File: src/rtl/otsr_pkg.sv
// otsr_pkg: shared types, register indexes and reset values for the
// on-off-keying tone slot receiver. No dependencies.
`timescale 1ns / 1ps

package otsr_pkg;

    localparam int CFG_INDEX_W = 3;
    localparam int CFG_DATA_W  = 16;
    localparam int EDGE_IN_W   = 4;
    localparam int MS_W        = 8;
    localparam int EDGES_W     = 16;
    localparam int SLOTS_W     = 4;
    localparam int BYTE_W      = 8;
    localparam int STATE_W     = 2;

    // register indexes on the configuration port
    localparam logic [CFG_INDEX_W-1:0] REG_SLOT_MS        = 3'd0;
    localparam logic [CFG_INDEX_W-1:0] REG_HUNT_MS        = 3'd1;
    localparam logic [CFG_INDEX_W-1:0] REG_HUNT_EDGE_MIN  = 3'd2;
    localparam logic [CFG_INDEX_W-1:0] REG_TONE_THRESHOLD = 3'd3;
    localparam logic [CFG_INDEX_W-1:0] REG_PREAMBLE_SLOTS = 3'd4;
    localparam logic [CFG_INDEX_W-1:0] REG_BIT_SLOTS      = 3'd5;

    // register reset values
    localparam logic [MS_W-1:0]    RST_SLOT_MS        = 8'd20;
    localparam logic [MS_W-1:0]    RST_HUNT_MS        = 8'd5;
    localparam logic [EDGES_W-1:0] RST_HUNT_EDGE_MIN  = 16'd20;
    localparam logic [EDGES_W-1:0] RST_TONE_THRESHOLD = 16'd100;
    localparam logic [SLOTS_W-1:0] RST_PREAMBLE_SLOTS = 4'd4;
    localparam logic [SLOTS_W-1:0] RST_BIT_SLOTS      = 4'd8;

    // codes shown on the receiver_state output
    localparam logic [STATE_W-1:0] RS_HUNT     = 2'd0;
    localparam logic [STATE_W-1:0] RS_PREAMBLE = 2'd1;
    localparam logic [STATE_W-1:0] RS_BITS     = 2'd2;

    localparam logic [SLOTS_W-1:0] BYTE_BITS = 4'd8;

    typedef enum logic [2:0] {
        PH_HUNT     = 3'b001,
        PH_PREAMBLE = 3'b010,
        PH_BITS     = 3'b100
    } t_phase;

    typedef struct packed {
        logic [MS_W-1:0]    slot_ms;
        logic [MS_W-1:0]    hunt_ms;
        logic [EDGES_W-1:0] hunt_edge_min;
        logic [EDGES_W-1:0] tone_threshold;
        logic [SLOTS_W-1:0] preamble_slots;
        logic [SLOTS_W-1:0] bit_slots;
    } t_cfg;

    typedef struct packed {
        t_phase             phase;
        logic               window_open;
        logic [MS_W-1:0]    elapsed_ms;
        logic [EDGES_W-1:0] edges;
        logic [SLOTS_W-1:0] slot_counter;
        logic [BYTE_W-1:0]  shift_byte;
    } t_rx_state;

    typedef struct packed {
        logic               byte_valid;
        logic [BYTE_W-1:0]  rx_byte;
        logic [STATE_W-1:0] receiver_state;
    } t_result;

    function automatic logic [STATE_W-1:0] phase_code(input t_phase ph);
        logic [STATE_W-1:0] code;
        unique case (ph)
            PH_PREAMBLE: code = RS_PREAMBLE;
            PH_BITS:     code = RS_BITS;
            default:     code = RS_HUNT;
        endcase
        return code;
    endfunction

endpackage

File: src/rtl/otsr_cfg_regs.sv
// otsr_cfg_regs: configuration register file of the tone slot receiver.
// Depends on otsr_pkg for register indexes, reset values and t_cfg.
`timescale 1ns / 1ps

module otsr_cfg_regs (
    input  logic                               i_clk,
    input  logic                               i_rst_n,
    input  logic                               i_wr_en,
    input  logic [otsr_pkg::CFG_INDEX_W-1:0]   i_wr_index,
    input  logic [otsr_pkg::CFG_DATA_W-1:0]    i_wr_data,
    output otsr_pkg::t_cfg                     o_cfg
);

    otsr_pkg::t_cfg r_cfg;

    always_ff @(posedge i_clk) begin
        if (!i_rst_n) begin
            r_cfg.slot_ms        <= otsr_pkg::RST_SLOT_MS;
            r_cfg.hunt_ms        <= otsr_pkg::RST_HUNT_MS;
            r_cfg.hunt_edge_min  <= otsr_pkg::RST_HUNT_EDGE_MIN;
            r_cfg.tone_threshold <= otsr_pkg::RST_TONE_THRESHOLD;
            r_cfg.preamble_slots <= otsr_pkg::RST_PREAMBLE_SLOTS;
            r_cfg.bit_slots      <= otsr_pkg::RST_BIT_SLOTS;
        end else if (i_wr_en) begin
            unique case (i_wr_index)
                otsr_pkg::REG_SLOT_MS:
                    r_cfg.slot_ms <= i_wr_data[otsr_pkg::MS_W-1:0];
                otsr_pkg::REG_HUNT_MS:
                    r_cfg.hunt_ms <= i_wr_data[otsr_pkg::MS_W-1:0];
                otsr_pkg::REG_HUNT_EDGE_MIN:
                    r_cfg.hunt_edge_min <= i_wr_data[otsr_pkg::EDGES_W-1:0];
                otsr_pkg::REG_TONE_THRESHOLD:
                    r_cfg.tone_threshold <= i_wr_data[otsr_pkg::EDGES_W-1:0];
                otsr_pkg::REG_PREAMBLE_SLOTS:
                    r_cfg.preamble_slots <= i_wr_data[otsr_pkg::SLOTS_W-1:0];
                otsr_pkg::REG_BIT_SLOTS:
                    r_cfg.bit_slots <= i_wr_data[otsr_pkg::SLOTS_W-1:0];
                default: ;
            endcase
        end
    end

    assign o_cfg = r_cfg;

endmodule

File: src/rtl/otsr_step.sv
// otsr_step: next-state and result logic for one input beat of the
// receiver (hunt, preamble, bit phases). Depends on otsr_pkg.
`timescale 1ns / 1ps

module otsr_step (
    input  otsr_pkg::t_cfg                    i_cfg,
    input  otsr_pkg::t_rx_state               i_state,
    input  logic [otsr_pkg::EDGE_IN_W-1:0]    i_edge_count,
    input  logic                              i_ms_tick,
    output otsr_pkg::t_rx_state               o_state,
    output otsr_pkg::t_result                 o_result
);

    localparam int MS_W    = otsr_pkg::MS_W;
    localparam int EDGES_W = otsr_pkg::EDGES_W;
    localparam int SLOTS_W = otsr_pkg::SLOTS_W;
    localparam int BYTE_W  = otsr_pkg::BYTE_W;

    logic [MS_W:0]       ms_sum;
    logic [EDGES_W:0]    edge_sum;
    logic [MS_W-1:0]     el;
    logic [EDGES_W-1:0]  ed;
    logic [MS_W-1:0]     w_el;
    logic [EDGES_W-1:0]  w_ed;
    logic [SLOTS_W-1:0]  sc_inc;
    logic [BYTE_W-1:0]   bit_mask;
    logic [BYTE_W-1:0]   shift_new;
    logic                tone;
    otsr_pkg::t_rx_state n_st;
    logic                valid;
    logic [BYTE_W-1:0]   byte_out;

    // saturating window counters
    assign ms_sum   = {1'b0, i_state.elapsed_ms} + {{MS_W{1'b0}}, i_ms_tick};
    assign edge_sum = {1'b0, i_state.edges}
                    + {{(EDGES_W+1-otsr_pkg::EDGE_IN_W){1'b0}}, i_edge_count};
    assign el = ms_sum[MS_W] ? {MS_W{1'b1}} : ms_sum[MS_W-1:0];
    assign ed = edge_sum[EDGES_W] ? {EDGES_W{1'b1}} : edge_sum[EDGES_W-1:0];

    // a bit window that opens on this beat starts from zero
    assign w_el = i_state.window_open ? el : '0;
    assign w_ed = i_state.window_open ? ed : '0;

    assign sc_inc   = i_state.slot_counter + SLOTS_W'(1);
    assign tone     = w_ed >= i_cfg.tone_threshold;
    assign bit_mask = (tone && (i_state.slot_counter < otsr_pkg::BYTE_BITS))
                    ? (8'h80 >> i_state.slot_counter[2:0]) : '0;
    assign shift_new = i_state.shift_byte | bit_mask;

    always_comb begin
        n_st            = i_state;
        n_st.elapsed_ms = el;
        n_st.edges      = ed;
        valid           = 1'b0;
        byte_out        = '0;
        unique case (i_state.phase)
            otsr_pkg::PH_PREAMBLE: begin
                n_st.window_open = 1'b1;
                if (el >= i_cfg.slot_ms) begin
                    if (ed >= i_cfg.tone_threshold) begin
                        n_st.slot_counter = sc_inc;
                        n_st.elapsed_ms   = '0;
                        n_st.edges        = '0;
                        // zero preamble slots acts like one
                        if (sc_inc >= i_cfg.preamble_slots) begin
                            n_st.phase        = otsr_pkg::PH_BITS;
                            n_st.window_open  = 1'b0;
                            n_st.slot_counter = '0;
                        end
                    end else begin
                        n_st.phase        = otsr_pkg::PH_HUNT;
                        n_st.window_open  = 1'b0;
                        n_st.slot_counter = '0;
                    end
                end
            end
            otsr_pkg::PH_BITS: begin
                n_st.window_open = 1'b1;
                n_st.elapsed_ms  = w_el;
                n_st.edges       = w_ed;
                if (w_el >= i_cfg.slot_ms) begin
                    if (sc_inc >= i_cfg.bit_slots) begin
                        valid             = 1'b1;
                        byte_out          = shift_new;
                        n_st.phase        = otsr_pkg::PH_HUNT;
                        n_st.window_open  = 1'b0;
                        n_st.slot_counter = '0;
                        n_st.shift_byte   = '0;
                    end else begin
                        n_st.shift_byte   = shift_new;
                        n_st.slot_counter = sc_inc;
                        n_st.elapsed_ms   = '0;
                        n_st.edges        = '0;
                    end
                end
            end
            default: begin
                n_st.phase = otsr_pkg::PH_HUNT;
                if (!i_state.window_open) begin
                    n_st.window_open = 1'b1;
                    n_st.elapsed_ms  = '0;
                    n_st.edges       = '0;
                end else if (el >= i_cfg.hunt_ms) begin
                    // window time and edges carry into the first preamble slot
                    if (ed >= i_cfg.hunt_edge_min) begin
                        n_st.phase = otsr_pkg::PH_PREAMBLE;
                    end
                    n_st.window_open = 1'b0;
                end
            end
        endcase
    end

    assign o_state                 = n_st;
    assign o_result.byte_valid     = valid;
    assign o_result.rx_byte        = byte_out;
    assign o_result.receiver_state = otsr_pkg::phase_code(n_st.phase);

endmodule

File: src/rtl/ook_tone_slot_receiver.sv
// ook_tone_slot_receiver: top level of the on-off-keying receiver with
// preamble. Depends on otsr_pkg, otsr_cfg_regs and otsr_step.
//
// Usage:
//   input channel  : i_in_valid / o_in_ready, fields i_edge_count, i_ms_tick.
//                    one beat per pin-sampler interval.
//   output channel : o_out_valid / i_out_ready, fields o_byte_valid,
//                    o_rx_byte (zero unless o_byte_valid), o_receiver_state.
//                    exactly one result beat per input beat, in order.
//   config channel : i_cfg_valid / o_cfg_ready (always ready), i_cfg_index,
//                    i_cfg_data; indexes 0..5 are slot_ms, hunt_ms,
//                    hunt_edge_min, tone_threshold, preamble_slots,
//                    bit_slots; other indexes are ignored. write only when idle.
//   path           : input beat into the input register, then receiver state
//                    update into the result register.
//   throughput     : 1 beat per cycle while result beats are taken; the receiver
//                    state update is combinational counter adds and threshold compares.
//   reset          : synchronous, active low; registers take their defaults,
//                    the receiver returns to hunt, both stages empty.
//   stall          : while the result waits, the input register still takes
//                    one more beat; after that o_in_ready drops until the
//                    result beat is taken.
`timescale 1ns / 1ps

module ook_tone_slot_receiver (
    input  logic                               i_clk,
    input  logic                               i_rst_n,
    input  logic                               i_in_valid,
    output logic                               o_in_ready,
    input  logic [otsr_pkg::EDGE_IN_W-1:0]     i_edge_count,
    input  logic                               i_ms_tick,
    output logic                               o_out_valid,
    input  logic                               i_out_ready,
    output logic                               o_byte_valid,
    output logic [otsr_pkg::BYTE_W-1:0]        o_rx_byte,
    output logic [otsr_pkg::STATE_W-1:0]       o_receiver_state,
    input  logic                               i_cfg_valid,
    output logic                               o_cfg_ready,
    input  logic [otsr_pkg::CFG_INDEX_W-1:0]   i_cfg_index,
    input  logic [otsr_pkg::CFG_DATA_W-1:0]    i_cfg_data
);

    otsr_pkg::t_cfg      cfg;
    otsr_pkg::t_rx_state r_state;
    otsr_pkg::t_rx_state n_state;
    otsr_pkg::t_result   n_result;
    otsr_pkg::t_result   r_result;

    logic                              r_s1_valid;
    logic [otsr_pkg::EDGE_IN_W-1:0]    r_s1_edges;
    logic                              r_s1_tick;
    logic                              r_out_valid;
    logic                              s1_move;
    logic                              in_take;

    assign o_cfg_ready = 1'b1;

    otsr_cfg_regs u_cfg (
        .i_clk      (i_clk),
        .i_rst_n    (i_rst_n),
        .i_wr_en    (i_cfg_valid),
        .i_wr_index (i_cfg_index),
        .i_wr_data  (i_cfg_data),
        .o_cfg      (cfg)
    );

    otsr_step u_step (
        .i_cfg        (cfg),
        .i_state      (r_state),
        .i_edge_count (r_s1_edges),
        .i_ms_tick    (r_s1_tick),
        .o_state      (n_state),
        .o_result     (n_result)
    );

    // stage 1 hands its beat on when the result register is free or draining
    assign s1_move    = r_s1_valid && (!r_out_valid || i_out_ready);
    assign o_in_ready = !r_s1_valid || s1_move;
    assign in_take    = i_in_valid && o_in_ready;

    always_ff @(posedge i_clk) begin
        if (!i_rst_n) begin
            r_s1_valid <= 1'b0;
        end else if (in_take) begin
            r_s1_valid <= 1'b1;
        end else if (s1_move) begin
            r_s1_valid <= 1'b0;
        end
    end

    always_ff @(posedge i_clk) begin
        if (in_take) begin
            r_s1_edges <= i_edge_count;
            r_s1_tick  <= i_ms_tick;
        end
    end

    always_ff @(posedge i_clk) begin
        if (!i_rst_n) begin
            r_state.phase        <= otsr_pkg::PH_HUNT;
            r_state.window_open  <= 1'b0;
            r_state.elapsed_ms   <= '0;
            r_state.edges        <= '0;
            r_state.slot_counter <= '0;
            r_state.shift_byte   <= '0;
        end else if (s1_move) begin
            r_state <= n_state;
        end
    end

    always_ff @(posedge i_clk) begin
        if (!i_rst_n) begin
            r_out_valid <= 1'b0;
        end else if (s1_move) begin
            r_out_valid <= 1'b1;
        end else if (i_out_ready) begin
            r_out_valid <= 1'b0;
        end
    end

    always_ff @(posedge i_clk) begin
        if (s1_move) begin
            r_result <= n_result;
        end
    end

    assign o_out_valid      = r_out_valid;
    assign o_byte_valid     = r_result.byte_valid;
    assign o_rx_byte        = r_result.rx_byte;
    assign o_receiver_state = r_result.receiver_state;

endmodule

File: config.mk
export PLATFORM = sky130hd
export DESIGN_NAME = ook_tone_slot_receiver
export DESIGN_NICKNAME = d
export VERILOG_FILES = /design/src/rtl/otsr_pkg.sv /design/src/rtl/otsr_cfg_regs.sv /design/src/rtl/otsr_step.sv /design/src/rtl/ook_tone_slot_receiver.sv
export SDC_FILE = /design/constraint.sdc
export NUM_CORES = 1
export LEC_CHECK = 0
export ABC_AREA = 0
export BUFFER_PORTS_ARGS = -buffer_cell sky130_fd_sc_hd__clkbuf_2
export CORE_UTILIZATION = 35
export DETAILED_ROUTE_END_ITERATION = 8
export GPL_ROUTABILITY_DRIVEN = 0
export PLACE_DENSITY_LB_ADDON = 0.05
export SLEW_MARGIN = 20
export SYNTH_ARGS = -nofsm -noshare
export SYNTH_HDL_FRONTEND = slang
export SYNTH_HIERARCHICAL = 1
export SYNTH_SLANG_ARGS = --single-unit
File: constraint.sdc
create_clock -name i_clk -period 7.1 [get_ports i_clk]
set_clock_uncertainty 0.1 [all_clocks]
set_input_delay 1.065 -clock i_clk [delete_from_list [all_inputs] [get_ports i_clk]]
set_output_delay 1.065 -clock i_clk [all_outputs]
set_load 0.03 [all_outputs]
======== After elaboration in Yosys (flattened, before gate mapping) ========
Cells that the tools add are included.
storage, ports and cells
  register bits ........................... 114
  bits of input ports ..................... 29
  output and inout bits ................... 14
  word-level logic and storage cells ...... 93
cells by class
  add/sub/neg operators ................... 3
  magnitude comparators ................... 9
  eq/ne operators ......................... 11
  shift-type cells ........................ 1
  multiplexer cells ....................... 28
  bitwise gates (word level) .............. 1
  reduce and logical (&&, ||, !) cells .... 21
operator list
  operator                                              number
  two-way mux 24 bit                                    3
  one-hot mux 28 bit (2 select lines)                   1
  >= comparator 16 bit                                  3
  two-way mux 40 bit                                    1
  two-way mux 16 bit                                    2
  two-way mux 32 bit                                    1
  >= comparator 8 bit                                   3
  two-way mux 8 bit                                     3
  two-way mux 4 bit                                     5
  adder 16 x 4 -> 17 bit                                1
  AND reduction 2 bit                                   7
  equality test 3 x 2 -> 1 bit (second input constant)  4
  equality test 3 bit (second input constant)           4
  two-way mux 12 bit                                    1
  adder 8 x 1 -> 9 bit                                  1
  >= comparator 4 bit                                   2
  OR 8 bit                                              1
  one-hot mux 4 bit (2 select lines)                    1
  right shift 8 x 3 -> 8 bit (first input constant)     1
  two-way mux 1 bit                                     6
  AND reduction 3 bit                                   2
  nonzero test 2 bit                                    3
  adder 4 x 1 -> 4 bit (second input constant)          1
  less-than comparator 4 bit (second input constant)    1
  other kinds (10)                                      16

======== Depth between registers and ports, before layout ========
Gate-level depths: netlist of run 1.
  depth in word-level cells ............... 12
  gate-level depth with buffers ........... 19

======== Modules after synthesis ========
Netlist of run 1, hierarchy kept.
modules (own cells, without submodules)
  module                  instances  cells an instance  area an instance (um^2)  seq. area each (um^2)
  otsr_step               1          475                3318.2                   0.0
  ook_tone_slot_receiver  1          201                2218.4                   1321.3
  otsr_cfg_regs           1          214                2175.8                   1121.1

======== Worst setup path before layout of run 1 ========
No wires, ideal clock.
  kind .................................... flip-flop to flip-flop
  start ................................... register r_s1_edges[0] (netlist name)
  end ..................................... register r_state[37] (netlist name)
  data arrival time ....................... 4.031 ns
  setup slack ............................. 2.829 ns
  cell stages (with the launch flop) ...... 18
  path buffers ............................ 2
  clock period less this slack ............ 4.271 ns
  path through ............................ edfxtp_1 > ha_1 > fa_1 > a21o_1 > a21o_1 > nand4_1 > clkbuf_1 > clkbuf_1 > nand2_1 > ha_1 > and4_1 > o211ai_1 > or4_1 > nand3_1 > inv_1 > a221o_2 > inv_1 > o311ai_0
RTL lines
  what                    RTL line                       text
  from (decl)             ook_tone_slot_receiver.sv:50   logic [otsr_pkg::EDGE_IN_W-1:0] r_s1_edges;
  from (signal assigned)  ook_tone_slot_receiver.sv:93   r_s1_edges <= i_edge_count;
  to (signal assigned)    ook_tone_slot_receiver.sv:107  r_state <= n_state;
  to (decl)               ook_tone_slot_receiver.sv:44   otsr_pkg::t_rx_state r_state;

==> flow_metrics.py, run 1 <==
metrics = {
    "grt": {
        "grt_max_degree": 68,
        "grt_antenna_before_repair": 0,
        "grt_overflow_total": 0,
        "grtUsageTotal": 0.1809,
        "grt_pass1_vias": 6152,
        "grt_pass1_wl_um": 31470,
    },
    "cells_and_area": {
        "layout-drive-gt1-share": 0.1015,
        "syn2layout_area_growth_pct": 12.39,
        "final_cell_mix": "179 x nand2_1, 98 x mux2i_1, 98 x dfxtp_1",
        "final_nets": 1036,
        "multi_input_area_um2": 4742,
        "antennaDiodeCount": 0,
        "final_cells": 1201,
        "seq_area_um2": 2442,
        "fill_cells": 2166,
        "final_common_cell": "nand2_1",
        "utilization": 0.4072,
    },
    "synth": {
        "netlist_instances": 890,
        "synth.top_cell.area_share": 0.2544,
        "synthDistinctLibCells": 72,
        "syn_avg_cell_area_um2": 8.666,
        "synth_compound_area_frac": 0.1218,
        "synth_top_family_by_area": "simple AND/OR/NAND/NOR gates",
        "yosysSeqAreaShare": 0.3167,
        "async_flop_share": 0,
        "synthSimpleGateAreaFrac": 0.1939,
        "synth-edff-count": 16,
        "yosys_warnings": 6,
        "ys_ff_latch": 114,
        "synth_area_leaders": "dfxtp_1 25%, ha_1 15%, mux2i_1 13%, nand2_1 8.7%, edfxtp_1 6.2%",
        "synth_xor_area_frac": 0.01590,
        "muxShareOfSynthArea": 0.1301,
        "synth_area_um2": 7712,
        "syn_nets": 1012,
        "ys.flop_type": "dfxtp_1",
        "yosys.area.top_type": "dfxtp_1",
        "synth-adder-area-share": 0.1518,
    },
    "clocking": {
        "root_buffer": "clkbuf_16",
        "cts_tree": "built",
        "cts_buffers": 17,
        "cts_hold_buf": 0,
        "cts_setup_buffers": 0,
        "clock_latency_ns": 0.42,
        "clkTransAtPathRegs_ns": 0.05,
        "cts.path.max_buffers": 2,
        "cts_resized": 0,
        "clock-sinks": 114,
        "h-tree-depth": 4,
    },
    "floorplan": {
        "ioPinCount": 43,
        "fp-row-count": 53,
        "die-area_um2": 22630,
        "initial_core_util": 0.3623,
        "die_y_um": 150.4,
        "fp.dieW_um": 150.4,
        "core_um2": 21290,
    },
    "power": {
        "ir_worst_vdd_uv": 137.7,
        "power_density_nw_per_um2": 196.3,
        "leakage_uw": 0.003801,
    },
    "setup_path": {
        "cp.required_ns": 7.26,
        "cp.arrival_ns": 5.36,
        "worstSetupPathType": "register to register",
        "cp-start-kind": "register",
        "cp_max_fo": 24,
        "cp-end-kind": "register",
    },
    "sta": {
        "period_share": 0.7333,
        "slew_violations": 0,
        "setup_slack_ns": 1.894,
        "period_minus_slack_ns": 5.206,
        "rsz0062_at_grt": "no",
        "fmax_mhz": 192.1,
        "tns_ns": 0,
        "tightest_slew_ns": 1.060,
        "setup_viol": 0,
        "max-slew-margin-rel": 0.2930,
        "fin_hold_ws_ns": 0.3569,
        "hold_viol_final": 0,
    },
    "hold_path": {
        "hold_class": "register to register",
    },
    "drt": {
        "detail_route.vias_per_cell": 5.178,
        "wl_um": 19160,
        "vias": 6219,
        "detail-route-antenna-nets": 0,
        "drcViolationCount": 0,
        "drtIter0Drc": 197,
        "wl_per_cell_um": 15.95,
        "dr.pass1.iters": 4,
    },
    "job": {
        "maxCapViolCount": 0,
    },
    "place": {
        "port_buffers": 41,
        "dp.cells": 1170,
        "hpwl_um": 14290,
        "dp_worst_setup_slack_ns": 1.900,
    },
    "run_status": {
        "status": "completed",
    },
}
cell type report:
cell class,instances,area share
clock buffer,23,0.05759
clock inverter,8,0.01443
inverter,73,0.03161
multi-input combinational,663,0.5471
sequential,114,0.2818
tap,275,0.03969
timing repair buffer,45,0.02786
Yosys cell counts (all sizes together) (3+ instances only):
library cell	instances
edfxtp	16
ha	92
xnor2	5
o211ai	5
nand3	23
nand2b	9
buf	17
nor3	3
o21a	5
nor2b	22
a211o	3
dfxtp	98
nor2	36
a21oi	49
a31oi	3
inv	73
o21ai	21
nand2	180
o2111ai	5
a22o	3
and3	3
a211oi	5
xor2	9
o2bb2ai	11
and2	9
nand4	7
clkbuf	23
and4	7
mux2i	98
a21o	9
through the flow:
stage / total power [uW] / instance area (um^2)
final: 1702 / 8668
after global routing: 1771 / 8668
after CTS: 1727 / 8668
after detailed placement: 812.7 / 8044
after global placement: 809.3 / 8026
after floorplan: 780.8 / 7712
routing by layer:
layer,GRT usage,wire [um],vias to the layer above
li1,-,-,3147
met1,0.2186,8748,2968
met2,0.3237,9779,87
met3,0.03455,406,17
met4,0.05000,221,0
met5,0,0,-
report_power, final:
part	internal [uW]	total [uW]	switching, uW
Sequential	667	674	7.17
Combinational	44.4	123	78.8
Clock	598	904	306
flip-flops by register name, indices dropped and copies added (netlist names):
signal and count:
u_cfg/o_cfg 56, r_s1_tick 1, o_out_valid 1, o_byte_valid 1, r_s1_edges 4, r_s1_valid 1
o_rx_byte 8, r_state 40, o_receiver_state 2
final timing paths:
check / to / depth (start not counted) / from / slack [ns]
worst min register to register: u_cfg/o_cfg[32] / 2 / u_cfg/o_cfg[32] / 0.36
worst max-delay path: r_state[22] / 17 / r_s1_edges[0] / 1.89
worst min-delay path: u_cfg/o_cfg[32] / 2 / u_cfg/o_cfg[32] / 0.36
worst max register to register: r_state[22] / 17 / r_s1_edges[0] / 1.89
kinds of logic (layout without fill, tap and decap cells):
group	after synthesis	in the layout
and+or+nand+nor	316	316
AOI/OAI and AO/OA	139	139
DFF	114	114
buffers and inverters	113	149
muxes	100	100
adders and majority gates	93	93
xor gates and xnor gates	14	14
other	1	1
critical path, cell delays in order, from the launching register on:
cell	delay, ns
edfxtp_1	0.37
ha_1	0.23
fa_1	0.41
a21o_1	0.20
a21o_1	0.25
nand4_1	0.64
nand2_1	0.11
mux2i_1	0.33
inv_1	0.12
ha_1	0.30
and4_1	0.25
o211ai_1	0.10
or4_1	0.50
nand3_1	0.27
a221o_2	0.56
a21oi_1	0.10
nand2_1	0.11
mux2i_1	0.08
No activity file was read; power rests on OpenSTA's default activity.
==> run 2: changes to the inputs <==
Settings changed: ABC_AREA 0 to 1.
Clock period 7.1 ns to 4.86 ns, I/O delays scaled along.
==> run 2 against run 1 <==
Net effect: design area grew 10%; die area grew 12%; worst hold slack gained 0.0037 ns; maximum frequency grew 36%.
==> flow_metrics.py, run 2 <==
metrics = {
    "setup_path": {
        "r2r_slack_ns": 1.04,
        "cp-end-kind": "register",
        "cp_common_cell": "nand2_1",
        "cp.required_ns": 5.12,
        "cp_cell_sequence": "ha_1, fa_1, nand3_1, nand3_2, nand2_1, nor2_4, inv_4, nand3_2, ha_1, a21oi_1, o21ai_1, nor2_1, nand3_2, nand2_1, nand2_2, nand2_4, nand2_1, inv_2, inv_1, nand3_1, nand2_1, nor2_1",
        "cp-start-kind": "register",
        "crit_cells": 22,
        "crit_family": "simple AND/OR/NAND/NOR gates",
        "cp.arrival_ns": 4.08,
        "cpMaxStageDelayCell": "fa_1",
        "worstSetupPathType": "register to register",
        "cp_max_fo": 24,
        "slowest_delay_ns": 0.40,
        "path_buf_inv": 3,
        "rr_worst_depth": 22,
    },
    "synth": {
        "ys_ff_latch": 114,
        "async_flop_share": 0,
        "synth.top_cell.area_share": 0.2258,
        "netlist_instances": 1279,
        "synth_area_leaders": "dfxtp_1 23%, ha_1 13%, nand2_1 11%, inv_1 8.9%, nand3_1 7.7%",
        "yosysSeqAreaShare": 0.2811,
        "synth_commonest_cells": "257 x nand2_1, 206 x inv_1, 163 x nor2_1, 133 x nand3_1, 98 x dfxtp_1",
        "synth_area_um2": 8690,
        "yosys.area.top_type": "dfxtp_1",
        "syn_nets": 1401,
        "yosysMostFrequentCell": "nand2_1",
        "syn_avg_cell_area_um2": 6.794,
        "yosys_warnings": 6,
        "synthDistinctLibCells": 47,
        "synth-edff-count": 16,
        "ys.flop_type": "dfxtp_1",
    },
    "drt": {
        "detail_route.vias_per_cell": 4.658,
        "wl_um": 22520,
        "drtIter0Drc": 410,
        "wl_per_cell_um": 13.78,
        "detail-route-antenna-nets": 0,
        "dr.pass1.iters": 5,
        "vias": 7611,
        "drcViolationCount": 0,
    },
    "grt": {
        "grt_max_degree": 98,
        "grt_overflow_total": 0,
        "grt_antenna_before_repair": 0,
        "grtUsageTotal": 0.1833,
        "grt_pass1_vias": 6877,
        "grt_pass1_wl_um": 37110,
    },
    "place": {
        "dp.cells": 1602,
        "hpwl_um": 16440,
        "port_buffers": 41,
    },
    "clocking": {
        "clock_latency_ns": 0.43,
        "h-tree-depth": 4,
        "cts_hold_buf": 0,
        "cts_setup_buffers": 0,
        "cts_resized": 0,
        "clkTransAtPathRegs_ns": 0.06,
        "cts.path.max_buffers": 2,
        "clock-sinks": 114,
        "cts_tree": "built",
        "root_buffer": "clkbuf_16",
        "cts_buffers": 17,
    },
    "power": {
        "internal-power_uw": 1934,
        "clkPwrFrac": 0.441,
        "netSwitchingPower_uw": 873.1,
        "power_density_nw_per_um2": 294.0,
        "leakage_uw": 0.004707,
        "seqPwrFrac": 0.370,
        "ir_worst_vdd_uv": 167.8,
        "power_switching_share": 0.3110,
        "p_comb_frac": 0.189,
    },
    "job": {
        "maxCapViolCount": 0,
    },
    "floorplan": {
        "initial_core_util": 0.3573,
        "fp.dieW_um": 159.6,
        "core_um2": 24320,
        "die_y_um": 159.6,
        "ioPinCount": 43,
        "fp-row-count": 57,
        "die-area_um2": 25460,
    },
    "sta": {
        "setup_viol": 0,
        "period_minus_slack_ns": 3.820,
        "hold_viol_final": 0,
        "max-slew-margin-rel": 0.3835,
        "period_share": 0.7860,
        "rsz0062_at_grt": "no",
        "tightest_slew_ns": 0.9248,
        "tns_ns": 0,
        "fmax_mhz": 261.8,
        "slew_violations": 0,
    },
    "hold_path": {
        "hold_class": "register to register",
        "min_path_cells": 2,
    },
    "cells_and_area": {
        "multi_input_area_um2": 5021,
        "final_cell_mix": "257 x nand2_1, 206 x inv_1, 163 x nor2_1",
        "final_nets": 1419,
        "layout-drive-gt1-share": 0.1405,
        "seq_area_um2": 2444,
        "final_common_cell": "nand2_1",
        "antennaDiodeCount": 0,
        "fill_cells": 2678,
        "final_cells": 1634,
        "syn2layout_area_growth_pct": 9.906,
        "largest_reg_flops": 56,
    },
    "run_status": {
        "status": "completed",
    },
}
run 2: metal layers:
layer / vias to the layer above / global-route usage / wire [um]
met5: - / 0 / 0
met4: 0 / 0.04545 / 171
met3: 10 / 0.02787 / 618
met2: 120 / 0.2592 / 9072
met1: 3395 / 0.2839 / 12660
li1: 4086 / - / -
run 2: worst paths after layout:
check | from | to
max | r_s1_edges[0] | r_state[26]
min | u_cfg/o_cfg[10] | u_cfg/o_cfg[10]
max reg2reg | r_s1_edges[0] | r_state[26]
min reg2reg | u_cfg/o_cfg[10] | u_cfg/o_cfg[10]
run 2: cell families (layout without fill, tap and decap cells):
kind of cell,count (synthesis),in the layout,synth area share
and+or+nand+nor,639,639,0.3375
other,1,1,0.0004316
buffers and inverters,277,308,0.1411
adders and majority gates,93,93,0.1348
AOI/OAI and AO/OA,149,149,0.09906
xor gates and xnor gates,6,6,0.006047
DFF,114,114,0.2811
run 2: power by group through the flow:
stage,clock (uW),sequential [uW],combinational [uW]
CTS,1280,1040,537
global route,1310,1050,614
detailed placement,0,1060,534
finish,1240,1040,530
floorplan,0,1050,410
global placement,0,1060,533
run 2: final cells by class:
| cell class | count | area share |
|---|---|---|
| well taps | 324 | 0.04245 |
| repair buffers | 44 | 0.02450 |
| flip-flops and latches | 114 | 0.2559 |
| multi-input cells | 888 | 0.5257 |
| clock buffers | 19 | 0.04533 |
| inverters | 232 | 0.09171 |
| clock inverters | 13 | 0.01441 |
run 2: per-stage QoR:
step / utilization / power [uW] / hold slack, ns / cell area (um^2) / setup WS [ns]
floorplan: - / 1463 / 0.3289 / 8690 / 1.703
global placement: 0.3691 / 1593 / 0.3434 / 8976 / 1.023
detailed placement: 0.3691 / 1594 / 0.3481 / 8976 / 1.005
CTS: 0.3926 / 2854 / 0.3623 / 9547 / 1.002
global route: 0.3927 / 2973 / 0.3730 / 9550 / 0.7142
finish: 0.3927 / 2808 / 0.3606 / 9550 / 1.040
run 2: worst register-to-register path, cell delays in order, from the launching register on:
cell and delay (ns):
edfxtp_1 0.37, ha_1 0.24, fa_1 0.40, nand3_1 0.11, nand3_2 0.09, nand2_1 0.16
nor2_4 0.08, inv_4 0.13, nand3_2 0.17, ha_1 0.33, a21oi_1 0.15, o21ai_1 0.09
nor2_1 0.20, nand3_2 0.19, nand2_1 0.11, nand2_2 0.07, nand2_4 0.28, nand2_1 0.17
inv_2 0.07, inv_1 0.03, nand3_1 0.06, nand2_1 0.07, nor2_1 0.10
